[config.mk]
export PLATFORM = sky130hd
export DESIGN_NAME = button_gesture_classifier_flat
export DESIGN_NICKNAME = d
export VERILOG_FILES = /design/src/rtl/bgc_pkg.sv /design/src/rtl/bgc_if.sv /design/src/rtl/button_gesture_classifier.sv /design/src/flat_wrapper.sv
export SDC_FILE = /design/constraint.sdc
export NUM_CORES = 1
export LEC_CHECK = 0
export BUFFER_PORTS_ARGS = -buffer_cell sky130_fd_sc_hd__buf_2
export CAP_MARGIN = 20
export CORE_UTILIZATION = 59
export CTS_BUF_LIST = sky130_fd_sc_hd__clkbuf_4
export DETAILED_ROUTE_END_ITERATION = 8
export PLACE_DENSITY_LB_ADDON = 0.08
export SETUP_SLACK_MARGIN = 0.05
export SYNTH_ARGS = -nofsm -noshare
export SYNTH_HDL_FRONTEND = slang
export SYNTH_SLANG_ARGS = --single-unit
[constraint.sdc]
create_clock -name clk -period 3 [get_ports clk]
set_clock_uncertainty 0.2 [all_clocks]
set_input_delay 0.6 -clock clk [delete_from_list [all_inputs] [get_ports clk]]
set_output_delay 0.6 -clock clk [all_outputs]
set_load 0.03 [all_outputs]
[src/rtl/bgc_pkg.sv]
// Shared types and constants for the button gesture classifier.
`timescale 1ns / 1ps

package bgc_pkg;

  localparam int TIME_BITS_DEF = 16;
  localparam int CFG_W         = 16;
  localparam int APB_DW        = 32;
  localparam int APB_AW        = 3;

  // register map, byte addresses 4*index
  localparam logic [APB_AW-1:0] ADDR_DC_WINDOW  = 3'd0;
  localparam logic [APB_AW-1:0] ADDR_LONG_PRESS = 3'd4;

  localparam logic [CFG_W-1:0] DC_WINDOW_RST  = 16'd300;
  localparam logic [CFG_W-1:0] LONG_PRESS_RST = 16'd1000;

  localparam logic CMD_TICK      = 1'b0;
  localparam logic CMD_PIN       = 1'b1;
  localparam logic LEVEL_PRESSED = 1'b0;

  // result queue
  localparam int RQ_DEPTH = 4;
  localparam int RQ_AW    = $clog2(RQ_DEPTH);
  localparam int RQ_CW    = $clog2(RQ_DEPTH + 1);

  typedef enum logic [2:0] {
    GEST_PRESSED  = 3'd0,
    GEST_RELEASED = 3'd1,
    GEST_CLICKED  = 3'd2,
    GEST_DOUBLE   = 3'd3,
    GEST_LONG     = 3'd4
  } gesture_t;

  typedef struct packed {
    gesture_t gesture;
    logic     last_of_run;
  } result_t;

endpackage

[src/rtl/bgc_if.sv]
// Valid/ready channel interfaces for input items and result words.
`timescale 1ns / 1ps

interface bgc_in_if;
  logic valid;
  logic ready;
  logic cmd;
  logic pin_level;

  modport source(output valid, output cmd, output pin_level, input ready);
  modport sink(input valid, input cmd, input pin_level, output ready);
endinterface

interface bgc_out_if;
  logic              valid;
  logic              ready;
  bgc_pkg::gesture_t gesture;
  logic              last_of_run;

  modport source(output valid, output gesture, output last_of_run, input ready);
  modport sink(input valid, input gesture, input last_of_run, output ready);
endinterface

[src/rtl/button_gesture_classifier.sv]
// Top level: button gesture classifier with APB register port and result queue.
`timescale 1ns / 1ps

// Turns millisecond ticks and pin changes into gesture words. An input word is
// accepted in any cycle in which the four-word result queue has room for two
// words, so ticks and presses go through at one per cycle while it has room;
// each result is written to the queue and reaches the output behind any older
// words. Each press gives one word, each expiring long-press countdown one word
// and each release two words (clicked or double clicked, then released). The
// single output port sends one word per cycle while result.ready is high.
// Registers: double_click_window at byte address 0, long_press_time at 4; write
// them only while no results are outstanding.
module button_gesture_classifier #(
  parameter int TIME_BITS = bgc_pkg::TIME_BITS_DEF
) (
  input  logic                        clk,
  input  logic                        rst,
  bgc_in_if.sink                      item,
  bgc_out_if.source                   result,
  input  logic                        psel,
  input  logic                        penable,
  input  logic                        pwrite,
  input  logic [bgc_pkg::APB_AW-1:0]  paddr,
  input  logic [bgc_pkg::APB_DW-1:0]  pwdata,
  output logic [bgc_pkg::APB_DW-1:0]  prdata,
  output logic                        pready
);

  localparam int CMP_W = (TIME_BITS > bgc_pkg::CFG_W) ? TIME_BITS : bgc_pkg::CFG_W;

  // config registers
  logic [bgc_pkg::CFG_W-1:0] double_click_window;
  logic [bgc_pkg::CFG_W-1:0] long_press_time;

  // classifier state
  logic [TIME_BITS-1:0]      since_press_ms, since_press_ms_next;
  logic [bgc_pkg::CFG_W-1:0] hold_countdown, hold_countdown_next;
  logic                      hold_armed, hold_armed_next;
  logic                      double_seen, double_seen_next;

  // result queue
  bgc_pkg::result_t          rq [bgc_pkg::RQ_DEPTH];
  logic [bgc_pkg::RQ_AW-1:0] wr_ptr, rd_ptr;
  logic [bgc_pkg::RQ_CW-1:0] rq_count, rq_count_next;

  logic                      item_acc, res_acc, cfg_wr;
  logic [1:0]                n_push;
  bgc_pkg::result_t          word0, word1;
  logic                      is_double;

  assign pready   = 1'b1;
  assign cfg_wr   = psel && penable && pwrite;
  assign item_acc = item.valid && item.ready;
  assign res_acc  = result.valid && result.ready;

  // room for a release's two words
  assign item.ready = (rq_count <= bgc_pkg::RQ_CW'(bgc_pkg::RQ_DEPTH - 2));

  assign result.valid       = (rq_count != '0);
  assign result.gesture     = rq[rd_ptr].gesture;
  assign result.last_of_run = rq[rd_ptr].last_of_run;

  // low address bits select a byte lane and are ignored
  always_ff @(posedge clk) begin
    if (rst) begin
      double_click_window <= bgc_pkg::DC_WINDOW_RST;
      long_press_time     <= bgc_pkg::LONG_PRESS_RST;
    end else if (cfg_wr) begin
      if (paddr[2] == bgc_pkg::ADDR_LONG_PRESS[2]) begin
        long_press_time <= pwdata[bgc_pkg::CFG_W-1:0];
      end else begin
        double_click_window <= pwdata[bgc_pkg::CFG_W-1:0];
      end
    end
  end

  always_comb begin
    if (paddr[2] == bgc_pkg::ADDR_LONG_PRESS[2]) begin
      prdata = bgc_pkg::APB_DW'(long_press_time);
    end else begin
      prdata = bgc_pkg::APB_DW'(double_click_window);
    end
  end

  assign is_double = CMP_W'(since_press_ms) < CMP_W'(double_click_window);

  always_comb begin
    since_press_ms_next = since_press_ms;
    hold_countdown_next = hold_countdown;
    hold_armed_next     = hold_armed;
    double_seen_next    = double_seen;
    n_push              = 2'd0;
    word0               = '{gesture: bgc_pkg::GEST_PRESSED, last_of_run: 1'b1};
    word1               = '{gesture: bgc_pkg::GEST_RELEASED, last_of_run: 1'b1};
    if (item_acc) begin
      if (item.cmd == bgc_pkg::CMD_TICK) begin
        if (since_press_ms != {TIME_BITS{1'b1}}) begin
          since_press_ms_next = since_press_ms + 1'b1;
        end
        if (hold_armed) begin
          if (hold_countdown <= bgc_pkg::CFG_W'(1)) begin
            hold_countdown_next = '0;
            hold_armed_next     = 1'b0;
            word0.gesture       = bgc_pkg::GEST_LONG;
            n_push              = 2'd1;
          end else begin
            hold_countdown_next = hold_countdown - 1'b1;
          end
        end
      end else if (item.pin_level == bgc_pkg::LEVEL_PRESSED) begin
        n_push = 2'd1;
        if (is_double) begin
          double_seen_next = 1'b1;
          hold_armed_next  = 1'b0;
        end else begin
          double_seen_next    = 1'b0;
          hold_countdown_next = long_press_time;
          hold_armed_next     = 1'b1;
        end
        since_press_ms_next = '0;
      end else begin
        word0.gesture     = double_seen ? bgc_pkg::GEST_DOUBLE : bgc_pkg::GEST_CLICKED;
        word0.last_of_run = 1'b0;
        hold_armed_next   = 1'b0;
        n_push            = 2'd2;
      end
    end
    rq_count_next = rq_count + bgc_pkg::RQ_CW'(n_push) - bgc_pkg::RQ_CW'(res_acc);
  end

  always_ff @(posedge clk) begin
    if (rst) begin
      since_press_ms <= {TIME_BITS{1'b1}};
      hold_countdown <= '0;
      hold_armed     <= 1'b0;
      double_seen    <= 1'b0;
      wr_ptr         <= '0;
      rd_ptr         <= '0;
      rq_count       <= '0;
    end else begin
      since_press_ms <= since_press_ms_next;
      hold_countdown <= hold_countdown_next;
      hold_armed     <= hold_armed_next;
      double_seen    <= double_seen_next;
      rq_count       <= rq_count_next;
      wr_ptr         <= wr_ptr + bgc_pkg::RQ_AW'(n_push);
      if (res_acc) begin
        rd_ptr <= rd_ptr + 1'b1;
      end
    end
  end

  // queue storage, no reset
  always_ff @(posedge clk) begin
    if (n_push != 2'd0) begin
      rq[wr_ptr] <= word0;
    end
    if (n_push == 2'd2) begin
      rq[wr_ptr + 1'b1] <= word1;
    end
  end

endmodule

[src/flat_wrapper.sv]
// flat-port wrapper written by rule: the top's interface ports become plain ports
module button_gesture_classifier_flat 
#(
  parameter int TIME_BITS = bgc_pkg::TIME_BITS_DEF
)
  (clk, rst, psel, penable, pwrite, paddr, pwdata, prdata, pready, item_valid, item_cmd, item_pin_level, item_ready, result_valid, result_gesture, result_last_of_run, result_ready);
  bgc_in_if item_i ();
  bgc_out_if result_i ();
  input  logic clk;
  input  logic rst;
  input  logic psel;
  input  logic penable;
  input  logic pwrite;
  input  logic [bgc_pkg::APB_AW-1:0] paddr;
  input  logic [bgc_pkg::APB_DW-1:0] pwdata;
  output logic [bgc_pkg::APB_DW-1:0] prdata;
  output logic pready;
  input wire logic [$bits(item_i.valid)-1:0] item_valid;
  input wire logic [$bits(item_i.cmd)-1:0] item_cmd;
  input wire logic [$bits(item_i.pin_level)-1:0] item_pin_level;
  output wire logic [$bits(item_i.ready)-1:0] item_ready;
  output wire logic [$bits(result_i.valid)-1:0] result_valid;
  output wire logic [$bits(result_i.gesture)-1:0] result_gesture;
  output wire logic [$bits(result_i.last_of_run)-1:0] result_last_of_run;
  input wire logic [$bits(result_i.ready)-1:0] result_ready;
  assign item_i.valid = item_valid;
  assign item_i.cmd = item_cmd;
  assign item_i.pin_level = item_pin_level;
  assign item_ready = item_i.ready;
  assign result_valid = result_i.valid;
  assign result_gesture = result_i.gesture;
  assign result_last_of_run = result_i.last_of_run;
  assign result_i.ready = result_ready;
  button_gesture_classifier #(.TIME_BITS(TIME_BITS)) u_core (.clk(clk), .rst(rst), .item(item_i), .result(result_i), .psel(psel), .penable(penable), .pwrite(pwrite), .paddr(paddr), .pwdata(pwdata), .prdata(prdata), .pready(pready));
endmodule
# After elaboration in Yosys (flattened, before gate mapping)
# Memory sizes are Yosys's and may differ from the RTL's. A register that Yosys moved wholly into a read port is not among the register bits.
# Index checks and enable logic that the tools add are counted.
[totals]
reg_bits = 73
output_inout_bits = 39
mem_count = 1
elab_cells = 72
inputBits = 44
ramBits = 16
[op_classes]
order_cmp = 3
reduce_logical = 13
n_eq_ne = 4
add_sub_neg = 7
bitwise = 2
mux = 33
[memory_table]
columns = ["memory", "words", "word_bits", "read_ports", "rd_ports_with_merged_regs", "wr", "line_no", "text"]
rows = [
  ["u_core.rq", 4, 4, 1, 1, 2, "button_gesture_classifier.sv:42", "bgc_pkg::result_t rq [bgc_pkg::RQ_DEPTH];"],
]
[ops]
columns = ["operator", "count"]
rows = [
  ["16-bit 2-to-1 mux", 9],
  ["16-bit by 1-bit adder with 16-bit output, second input constant", 1],
  ["16-bit by 1-bit less-or-equal comparator with 1-bit output, second input constant", 1],
  ["16-bit less-than comparator", 1],
  ["16-bit != test, second input constant", 1],
  ["16-bit by 1-bit subtractor with 16-bit output, second input constant", 1],
  ["1-bit 2-to-1 mux", 13],
  ["2-bit 2-to-1 mux", 6],
  ["3-bit 2-to-1 mux", 3],
  ["4-bit 2-to-1 mux", 2],
  ["3-bit AND reduction", 2],
  ["2-bit nonzero test", 3],
  ["2-bit by 1-bit adder with 2-bit output, second input constant", 2],
  ["1-bit logical AND", 4],
  ["2-bit != test, second input constant", 2],
  ["2-bit AND reduction", 2],
  ["4-bit AND reduction", 1],
  ["3-bit by 2-bit adder with 3-bit output", 1],
  ["3-bit by 2-bit less-or-equal comparator with 1-bit output, second input constant", 1],
  ["3-bit nonzero test", 1],
  ["3-bit by 1-bit subtractor with 3-bit output", 1],
  ["2-bit adder", 1],
  ["2-bit equality test, second input constant", 1],
  ["1-bit NOT", 2],
]

# Depth between registers and ports, before layout
# Gate-level depths: netlist of run 1.
[logic_depth]
word_depth = 8
depth_mapped = 9

# Least setup slack after synthesis of run 1
# OpenSTA, ideal clock, no wires.
[synth_path]
path_kind = "flip-flop to flip-flop"
startpoint = "register u_core.rq_count[0] (netlist name)"
endpoint = "register u_core.rq_count[2] (netlist name)"
slack_ns = 0.548
n_path_buf = 0
t_arrival_ns = 2.124
setup_time_ns = 0.128
t_required_ns = 2.672
stages_incl_launch_ff = 9
cell_sequence = "dfxtp_1 > or3_1 > and2_1 > ha_1 > inv_1 > ha_1 > fa_1 > xnor2_1 > nor2_1"
[synth_between]
elab_cells_between_ends = 7
[synth_lines]
columns = ["item", "line_no", "text"]
rows = [
  ["start, declared", "button_gesture_classifier.sv:44", "logic [bgc_pkg::RQ_CW-1:0] rq_count, rq_count_next;"],
  ["start signal, assigned", "button_gesture_classifier.sv:145", "rq_count <= rq_count_next;"],
  ["3-bit nonzero test", "button_gesture_classifier.sv:59", "assign result.valid = (rq_count != '0);"],
  ["net result_valid", "flat_wrapper.sv:22", "output wire logic [$bits(result_i.valid)-1:0] result_valid;"],
  ["1-bit logical AND", "button_gesture_classifier.sv:54", "assign res_acc = result.valid && result.ready;"],
  ["net u_core.res_acc", "button_gesture_classifier.sv:46", "logic item_acc, res_acc, cfg_wr;"],
  ["3-bit by 1-bit subtractor with 3-bit output", "button_gesture_classifier.sv:128", "rq_count_next = rq_count + bgc_pkg::RQ_CW'(n_push) - bgc_pkg::RQ_CW'(res_acc);"],
]
# The timed path passes the listed nets, and every way through them passes these cells.
# A chain may end at the register's enable or synchronous reset.

# Final worst setup path of run 1
[layout_path]
startpoint = "register u_core.double_click_window[1] (netlist name)"
endpoint = "register u_core.hold_countdown[9] (netlist name)"
[layout_between]
elab_chain_len = 3
[layout_lines]
columns = ["item", "line_no", "text"]
rows = [
  ["start, declared", "button_gesture_classifier.sv:32", "logic [bgc_pkg::CFG_W-1:0] double_click_window;"],
  ["start signal, assigned", "button_gesture_classifier.sv:66", "double_click_window <= bgc_pkg::DC_WINDOW_RST;"],
  ["start signal, assigned", "button_gesture_classifier.sv:72", "double_click_window <= pwdata[bgc_pkg::CFG_W-1:0];"],
  ["16-bit less-than comparator", "button_gesture_classifier.sv:85", "assign is_double = CMP_W'(since_press_ms) < CMP_W'(double_click_window);"],
  ["2-bit != test (no line)", "n/a", ""],
  ["4-bit AND reduction (no line)", "n/a", ""],
  ["end signal, assigned", "button_gesture_classifier.sv:142", "hold_countdown <= hold_countdown_next;"],
  ["end, declared", "button_gesture_classifier.sv:37", "logic [bgc_pkg::CFG_W-1:0] hold_countdown, hold_countdown_next;"],
]
# No other way between the ends.

==> results of run 1 <==
cells by family after synthesis:
family                     count (synthesis)  share of synthesized area, %
muxes                                      7                          2.44
other                                      2                         0.151
AOI/OAI and AO/OA                        164                          21.7
and+or+nand+nor                          215                          21.3
DFF                                       91                          36.7
xor gates and xnor gates                  23                          4.05
adders and majority gates                 23                          5.94
buffers and inverters                     80                          7.73
placed cells by master (no fill, tap or decap), types with 4 or more instances in the layout:
cell,synthesis,final
sky130_fd_sc_hd__a21oi_1,55,55
sky130_fd_sc_hd__and3_1,4,4
sky130_fd_sc_hd__and2_1,4,4
sky130_fd_sc_hd__a211oi_1,4,4
sky130_fd_sc_hd__nor3_1,11,11
sky130_fd_sc_hd__ha_1,22,22
sky130_fd_sc_hd__dfxtp_1,91,91
sky130_fd_sc_hd__nand3_1,10,10
sky130_fd_sc_hd__buf_4,17,11
sky130_fd_sc_hd__a22oi_1,4,4
sky130_fd_sc_hd__o21ai_0,32,32
sky130_fd_sc_hd__xor2_1,18,18
sky130_fd_sc_hd__a21o_1,4,4
sky130_fd_sc_hd__nor2_1,33,33
sky130_fd_sc_hd__inv_1,29,29
sky130_fd_sc_hd__mux4_2,4,4
sky130_fd_sc_hd__nand3b_1,10,10
sky130_fd_sc_hd__nand2b_1,5,5
sky130_fd_sc_hd__nor4_1,5,5
sky130_fd_sc_hd__nand4_1,14,14
sky130_fd_sc_hd__a211o_1,4,4
sky130_fd_sc_hd__conb_1,2,17
sky130_fd_sc_hd__o31ai_1,8,8
sky130_fd_sc_hd__clkbuf_4,0,10
sky130_fd_sc_hd__nand2_1,95,95
sky130_fd_sc_hd__buf_2,4,47
sky130_fd_sc_hd__nor2b_1,8,8
sky130_fd_sc_hd__xnor2_1,5,5
sky130_fd_sc_hd__o21bai_1,17,17
synth_stat cells, types with 3 or more instances:
master,n
sky130_fd_sc_hd__a211o_1,4
sky130_fd_sc_hd__a211oi_1,4
sky130_fd_sc_hd__a21o_1,4
sky130_fd_sc_hd__a21oi_1,55
sky130_fd_sc_hd__a22o_1,3
sky130_fd_sc_hd__a22oi_1,4
sky130_fd_sc_hd__and2_1,4
sky130_fd_sc_hd__and3_1,4
sky130_fd_sc_hd__buf_2,4
sky130_fd_sc_hd__buf_4,17
sky130_fd_sc_hd__clkbuf_1,26
sky130_fd_sc_hd__dfxtp_1,91
sky130_fd_sc_hd__ha_1,22
sky130_fd_sc_hd__inv_1,29
sky130_fd_sc_hd__mux4_2,4
sky130_fd_sc_hd__nand2_1,95
sky130_fd_sc_hd__nand2b_1,5
sky130_fd_sc_hd__nand3_1,10
sky130_fd_sc_hd__nand3b_1,10
sky130_fd_sc_hd__nand4_1,14
sky130_fd_sc_hd__nor2_1,33
sky130_fd_sc_hd__nor2b_1,8
sky130_fd_sc_hd__nor3_1,11
sky130_fd_sc_hd__nor4_1,5
sky130_fd_sc_hd__o21ai_0,32
sky130_fd_sc_hd__o21ai_1,3
sky130_fd_sc_hd__o21bai_1,17
sky130_fd_sc_hd__o31ai_1,8
sky130_fd_sc_hd__xnor2_1,5
sky130_fd_sc_hd__xor2_1,18
worst max-delay path, cell delays in order (launching register included):
cell                       delay [ns]
sky130_fd_sc_hd__dfxtp_1         0.37
sky130_fd_sc_hd__inv_1           0.09
sky130_fd_sc_hd__ha_1            0.29
sky130_fd_sc_hd__o21ai_0         0.15
sky130_fd_sc_hd__nor2_1          0.06
sky130_fd_sc_hd__o311ai_1        0.43
sky130_fd_sc_hd__a31o_2          0.48
sky130_fd_sc_hd__buf_4           0.26
sky130_fd_sc_hd__a21oi_1         0.07
sky130_fd_sc_hd__o32ai_1         0.14
metal layers:
metal	share of wire (%)	track usage, %	wire [um]	vias to the layer above
met5	0	0	0	-
met4	2.6	11.8	300	0
met3	4.6	4.05	530	22
met2	46	43.0	5300	111
met1	47	37.4	5400	2015
li1	-	-	-	2152
sequential cells by signal (all words and copies together), names as in the netlist, named ones only:
register / count
u_core.double_click_window: 16
u_core.double_seen: 1
u_core.hold_armed: 1
u_core.hold_countdown: 16
u_core.long_press_time: 16
u_core.rd_ptr: 2
u_core.rq: 16
u_core.rq_count: 3
u_core.since_press_ms: 16
u_core.wr_ptr: 2
metrics by stage:
stage	worst slack [ns]	utilization, %	std cells
6_report	0.354	65.4	749
5_1_grt	0.183	65.4	749
4_1_cts	0.352	65.4	749
3_5_place_dp	0.375	63.7	733
3_3_place_gp	0.420	63.7	733
2_1_floorplan	0.548	-	620
power groups by stage:
stage          clock network, mW  logic [mW]  registers [mW]
6_report                   0.719        1.55            1.63
5_1_grt                    0.786        1.73            1.66
4_1_cts                    0.731        1.55            1.63
3_5_place_dp                   0        1.54            1.66
3_3_place_gp                   0        1.48            1.65
2_1_floorplan                  0        1.29            1.58
worst paths after layout:
| kind | end | cells past startpoint |
|---|---|---|
| max | u_core.hold_countdown[9] | 9 |
| min | u_core.double_click_window[2] | 2 |
| max reg2reg | u_core.hold_countdown[9] | 9 |
| min reg2reg | u_core.double_click_window[9] | 2 |
final cells by class:
type,instances,area [um2],area share [%]
repair buffers,58,318,5.94
clock buffers,10,75.1,1.40
inverters,30,113,2.10
multi-input cells,449,2820,52.7
flip-flops and latches,91,1820,34.1
clock inverters,6,71.3,1.33
well taps,105,131,2.46
==> qor.yml, run 1 <==
run_status:
  outcome: "complete, no violations"
placement:
  place.gp.congestion: 0.827
  numPortBuffers: 47
  placedInstanceArea_um2: 5200
  place.detailed.hpwl_um: 8320
logic_synthesis:
  netlist.top_cell.by_area: "sky130_fd_sc_hd__dfxtp_1"
  proportion_of_synthesized_flip_flops_having_asynchronous_set_or_reset_pct: 0
  syn-mean-instance-area_um2: 8.21
  synth_area_leaders: "sky130_fd_sc_hd__dfxtp_1, sky130_fd_sc_hd__nand2_1, sky130_fd_sc_hd__a21oi_1, sky130_fd_sc_hd__ha_1, sky130_fd_sc_hd__o21ai_0"
  synth_largest_type_area_fraction_pct: 36.7
  ys.flop_type: "sky130_fd_sc_hd__dfxtp_1"
  synth_enable_flop_cells: 0
  synthesis.area_um2: 4970
  synth.distinct_cells: 68
  ys_warn_count: 0
  postSynthRegisterBits: 91
  seq_area_frac_synth_pct: 36.7
  post_synth_inst_count: 605
detailed_routing:
  vias: 4300
  dr.pass1.iters: 5
  drtAntennaViolNets: 0
  drcViolationCount: 0
  avgRoutedWirePerCell_um: 15.4
  vias_per_cell: 5.74
  detail_route.iter0.violations: 188
  drt-total-wl_um: 11500
timing:
  maxSlewHeadroom_pct: 50.7
  timing.final.crit_share_pct: 88.2
  slew_at_the_pin_with_the_worst_max_slew_slack_ns: 0.738
  setup_total_negative_slack_ns: 0
  post-route-min-period_ns: 2.65
  slew_viol_final: 0
  rsz0062_at_grt: "false"
  report.final.setup_viol: 0
  timing.hold.ws_ns: 0.154
  finalHoldViolations: 0
  timing.fmax_mhz: 378
pwr:
  switching_power_mw: 1.58
  flop_pwr_share_pct: 41.9
  internal-power_mw: 2.32
  power.static_leakage_nw: 2.20
  switching_share_pct: 40.6
  report.power.total_mw: 3.90
  vdd_ir_drop_max_mv: 0.389
  power.combinational.fraction_pct: 39.7
  clock_power_share_pct: 18.4
  pwr_density_cell_nw_per_um2: 729
global_routing:
  grt_util_all_layers_pct: 27.4
  grt_max_degree: 36
  overflow: 0
  grt_pass1_wl_um: 18700
  number_of_global_route_vias_before_repair: 3888
  antenna_violations_before_repair: 0
clock_tree:
  tritoncts.num_buffers: 9
  root_buffer: "sky130_fd_sc_hd__clkbuf_4"
  maximum_clock_insertion_buffer_count: 2
  clk_latency_ns: 0.45
  tritoncts: "built"
  clock_slew_at_reported_path_ffs_ns: 0.16
  htree_levels: 3
  post_cts.repair.setup_buffers: 0
  ctsHoldBuffers: 0
  tritoncts_num_sinks: 91
  number_of_gates_resized_after_cts: 0
floorplanning:
  die-area_um2: 8790
  die_x_um: 93.8
  floorplan.core_area_um2: 8180
  placement_rows: 33
  die-height_um: 93.8
  design.portCount: 83
  initial_core_util_pct: 60.8
setup_path:
  crit_fanout: 21
  crit_arrival_ns: 2.81
  reg2reg_setup_slack_ns: 0.35
  path_class: "register to register"
  endpoint_kind: "register"
  crit-reg2reg-launch: "u_core.double_click_window[1]"
  setup.worst_path.start: "u_core.double_click_window[1]"
  start_kind: "register"
  critical_path_required_ns: 3.16
final_layout:
  syn2layout_area_growth_pct: 7.65
  final.fill_count: 746
  layout-drive-gt1-share_pct: 15.5
  finish.net_count: 706
  final_cell_area_um2: 5350
  antenna-diode-count: 0
hold_path:
  hold_startpoint: "pwdata[2]"
  holdCritPathClass: "input port to register"
flow_run:
  max_cap_violations: 0
Note: power is estimated with default switching activity, not from simulation.
==> run 2: changes to the inputs <==
--- a/config.mk
+++ b/config.mk
@@ -5,11 +5,10 @@
 export SDC_FILE = /design/constraint.sdc
 export NUM_CORES = 1
 export LEC_CHECK = 0
-export BUFFER_PORTS_ARGS = -buffer_cell sky130_fd_sc_hd__buf_2
 export CAP_MARGIN = 20
-export CORE_UTILIZATION = 59
-export CTS_BUF_LIST = sky130_fd_sc_hd__clkbuf_4
+export CORE_UTILIZATION = 60
 export DETAILED_ROUTE_END_ITERATION = 8
+export DONT_BUFFER_PORTS = 1
 export PLACE_DENSITY_LB_ADDON = 0.08
 export SETUP_SLACK_MARGIN = 0.05
 export SYNTH_ARGS = -nofsm -noshare
==> run 2 against run 1 <==
- wire length decreased by 3.1%
- maximum frequency increased by 0.32%
- sequential share of layout area increased by 0.56 points
- core utilization increased by 1.3 points
- setup slack improved by 0.0083 ns
- cell area decreased by 1.6%
- critical path depth decreased by 2
- flip-flop and latch count unchanged
- register-to-register slack about the same
- sequential power about the same
- largest cell class unchanged
==> qor.yml, run 2 (synthesis results as in run 1) <==
global_routing:
  grt_max_degree: 80  # was 36
  overflow: 0  # unchanged
  number_of_global_route_vias_before_repair: 3797  # was 3888
  antenna_violations_before_repair: 0  # unchanged
  grt_util_all_layers_pct: 27.1  # was 27.4%
  grt_pass1_wl_um: 18500  # was 18700 um
setup_path:
  cp_cell_sequence: "or4_4, nor2_8, nand4_4, o21ai_0, ha_1, fa_1, nor2b_1"  # was inv_1, ha_1, o21ai_0, nor2_1, o311ai_1, a31o_2, buf_4, a21oi_1, o32ai_1
  reg2reg_setup_slack_ns: 0.36  # was 0.35 ns
  crit_arrival_ns: 2.69  # was 2.81 ns
  path_delay_family: "simple AND/OR/NAND/NOR gates"  # was compound AO/OA/AOI/OAI gates
  path_class: "register to register"  # unchanged
  endpoint_kind: "register"  # unchanged
  start_kind: "register"  # unchanged
  worstPathBufferInverterCount: 0  # was 2
  max_stage_delay_ns: 0.61  # was 0.48 ns
  crit_fanout: 10  # was 21
  timing.critical_path.slowest_stage_cell: "sky130_fd_sc_hd__or4_4"  # was sky130_fd_sc_hd__a31o_2
  crit-reg2reg-capture: "u_core.rq_count[1]"  # was u_core.hold_countdown[9]
  critical_path_required_ns: 3.06  # was 3.16 ns
  crit-reg2reg-launch: "u_core.hold_countdown[4]"  # was u_core.double_click_window[1]
  worstRegToRegCells: 7  # was 9
final_layout:
  antenna-diode-count: 0  # unchanged
  layout-drive-gt1-share_pct: 10.2  # was 15.5%
  finish.net_count: 669  # was 706
  syn2layout_area_growth_pct: 5.92  # was 7.65%
  post-route-util_pct: 66.7  # was 65.4%
  mostFrequentLayoutCell: "sky130_fd_sc_hd__nand2_1"  # unchanged
  mostFrequentLayoutCells: "sky130_fd_sc_hd__nand2_1, sky130_fd_sc_hd__dfxtp_1, sky130_fd_sc_hd__a21oi_1"  # unchanged
run_status:
  outcome: "complete, no violations"  # unchanged
floorplanning:
  floorplan.core_area_um2: 7890  # was 8180 um2
  die_x_um: 93.0  # was 93.8 um
  initial_core_util_pct: 63.0  # was 60.8%
  design.portCount: 83  # unchanged
  die-area_um2: 8650  # was 8790 um2
  placement_rows: 32  # was 33
  die-height_um: 93.0  # was 93.8 um
timing:
  rsz0062_at_grt: "false"  # unchanged
  report.final.setup_viol: 0  # unchanged
  timing.fmax_mhz: 379  # was 378 MHz
  setup_total_negative_slack_ns: 0  # unchanged
  post-route-min-period_ns: 2.64  # was 2.65 ns
  slew_viol_final: 0  # unchanged
  timing.final.crit_share_pct: 87.9  # was 88.2%
  slew_at_the_pin_with_the_worst_max_slew_slack_ns: 0.742  # was 0.738 ns
  finalHoldViolations: 0  # unchanged
  maxSlewHeadroom_pct: 50.5  # was 50.7%
placement:
  place.detailed.hpwl_um: 7810  # was 8320 um
  numPortBuffers: 0  # was 47
  place.gp.congestion: 0.827  # about the same
detailed_routing:
  detail_route.iter0.violations: 194  # was 188
  drcViolationCount: 0  # unchanged
  drt-total-wl_um: 11200  # was 11500 um
  drtAntennaViolNets: 0  # unchanged
  avgRoutedWirePerCell_um: 15.8  # was 15.4 um
  vias_per_cell: 5.87  # was 5.74
  dr.pass1.iters: 4  # was 5
  vias: 4165  # was 4300
pwr:
  switching_share_pct: 38.2  # was 40.6%
  internal-power_mw: 2.48  # was 2.32 mW
  flop_pwr_share_pct: 40.5  # was 41.9%
  switching_power_mw: 1.54  # was 1.58 mW
  vdd_ir_drop_max_mv: 0.420  # was 0.389 mV
  pwr_density_cell_nw_per_um2: 764  # was 729 nW/um2
  power.combinational.fraction_pct: 36.0  # was 39.7%
  power.static_leakage_nw: 2.09  # was 2.20 nW
  clock_power_share_pct: 23.5  # was 18.4%
  report.power.total_mw: 4.02  # was 3.90 mW
clock_tree:
  number_of_gates_resized_after_cts: 0  # unchanged
  tritoncts.num_buffers: 9  # unchanged
  ctsHoldBuffers: 0  # unchanged
  maximum_clock_insertion_buffer_count: 2  # unchanged
  tritoncts: "built"  # unchanged
  htree_levels: 3  # unchanged
  clk_latency_ns: 0.36  # was 0.45 ns
  post_cts.repair.setup_buffers: 0  # unchanged
  clock_slew_at_reported_path_ffs_ns: 0.09  # was 0.16 ns
  tritoncts_num_sinks: 91  # unchanged
  root_buffer: "sky130_fd_sc_hd__clkbuf_8"  # was sky130_fd_sc_hd__clkbuf_4
hold_path:
  whs_path_depth: 1  # was 2
  holdCritPathClass: "input port to register"  # unchanged
  worst_hold_path.endpoint: "u_core.rd_ptr[0]"  # was u_core.double_click_window[2]
  hold_startpoint: "rst"  # was pwdata[2]
flow_run:
  max_cap_violations: 0  # unchanged
run 2: per-layer routing:
metal  vias up  part of all wire (%)  wire [um]  GRT usage (%)
li1       2072                     -          -              -
met1      1964                    47       5270           36.8
met2       118                    46       5160           44.1
met3        11                   5.4        599           4.23
met4         0                   1.3        148           8.85
met5         -                     0          0              0
run 2: stage by stage:
step | instance area [um2] | std cells | worst slack [ns] | hold WS (ns)
final | 5260 | 709 | 0.363 | 0.102
after global routing | 5260 | 709 | 0.188 | 0.0916
after CTS | 5260 | 709 | 0.369 | 0.0961
after detailed placement | 5040 | 693 | 0.388 | 0.240
after global placement | 5040 | 693 | 0.413 | 0.232
after floorplan | 5030 | 620 | 0.548 | 0.222
run 2: worst max-delay path by stage:
| stage | startpoint | endpoint | slack, ns | depth (start not counted) |
|---|---|---|---|---|
| finish | u_core.hold_countdown[4] | u_core.rq_count[1] | 0.36 | 7 |
| global route | u_core.hold_countdown[12] | u_core.rq_count[1] | 0.19 | 7 |
| detailed placement | u_core.hold_countdown[4] | u_core.rq_count[1] | 0.39 | 7 |
| global placement | u_core.hold_countdown[4] | u_core.rq_count[1] | 0.41 | 7 |
| CTS | u_core.hold_countdown[4] | u_core.rq_count[1] | 0.37 | 7 |
| floorplan | u_core.rq_count[0] | u_core.rq_count[2] | 0.55 | 8 |
run 2: power by group through the flow:
stage / Clock [mW] / Sequential [mW] / Combinational (mW)
floorplan: 0 / 1.58 / 1.29
global placement: 0 / 1.65 / 1.39
detailed placement: 0 / 1.65 / 1.44
CTS: 0.962 / 1.63 / 1.45
global route: 1.01 / 1.66 / 1.62
finish: 0.945 / 1.63 / 1.45
run 2: final cells by class:
type / count / area, um2
inverters: 30 / 113
clock inverters: 6 / 96.3
well taps: 102 / 128
clock buffers: 10 / 128
multi-input cells: 449 / 2820
flip-flops and latches: 91 / 1820
fillers: 674 / 2620
repair buffers: 21 / 158
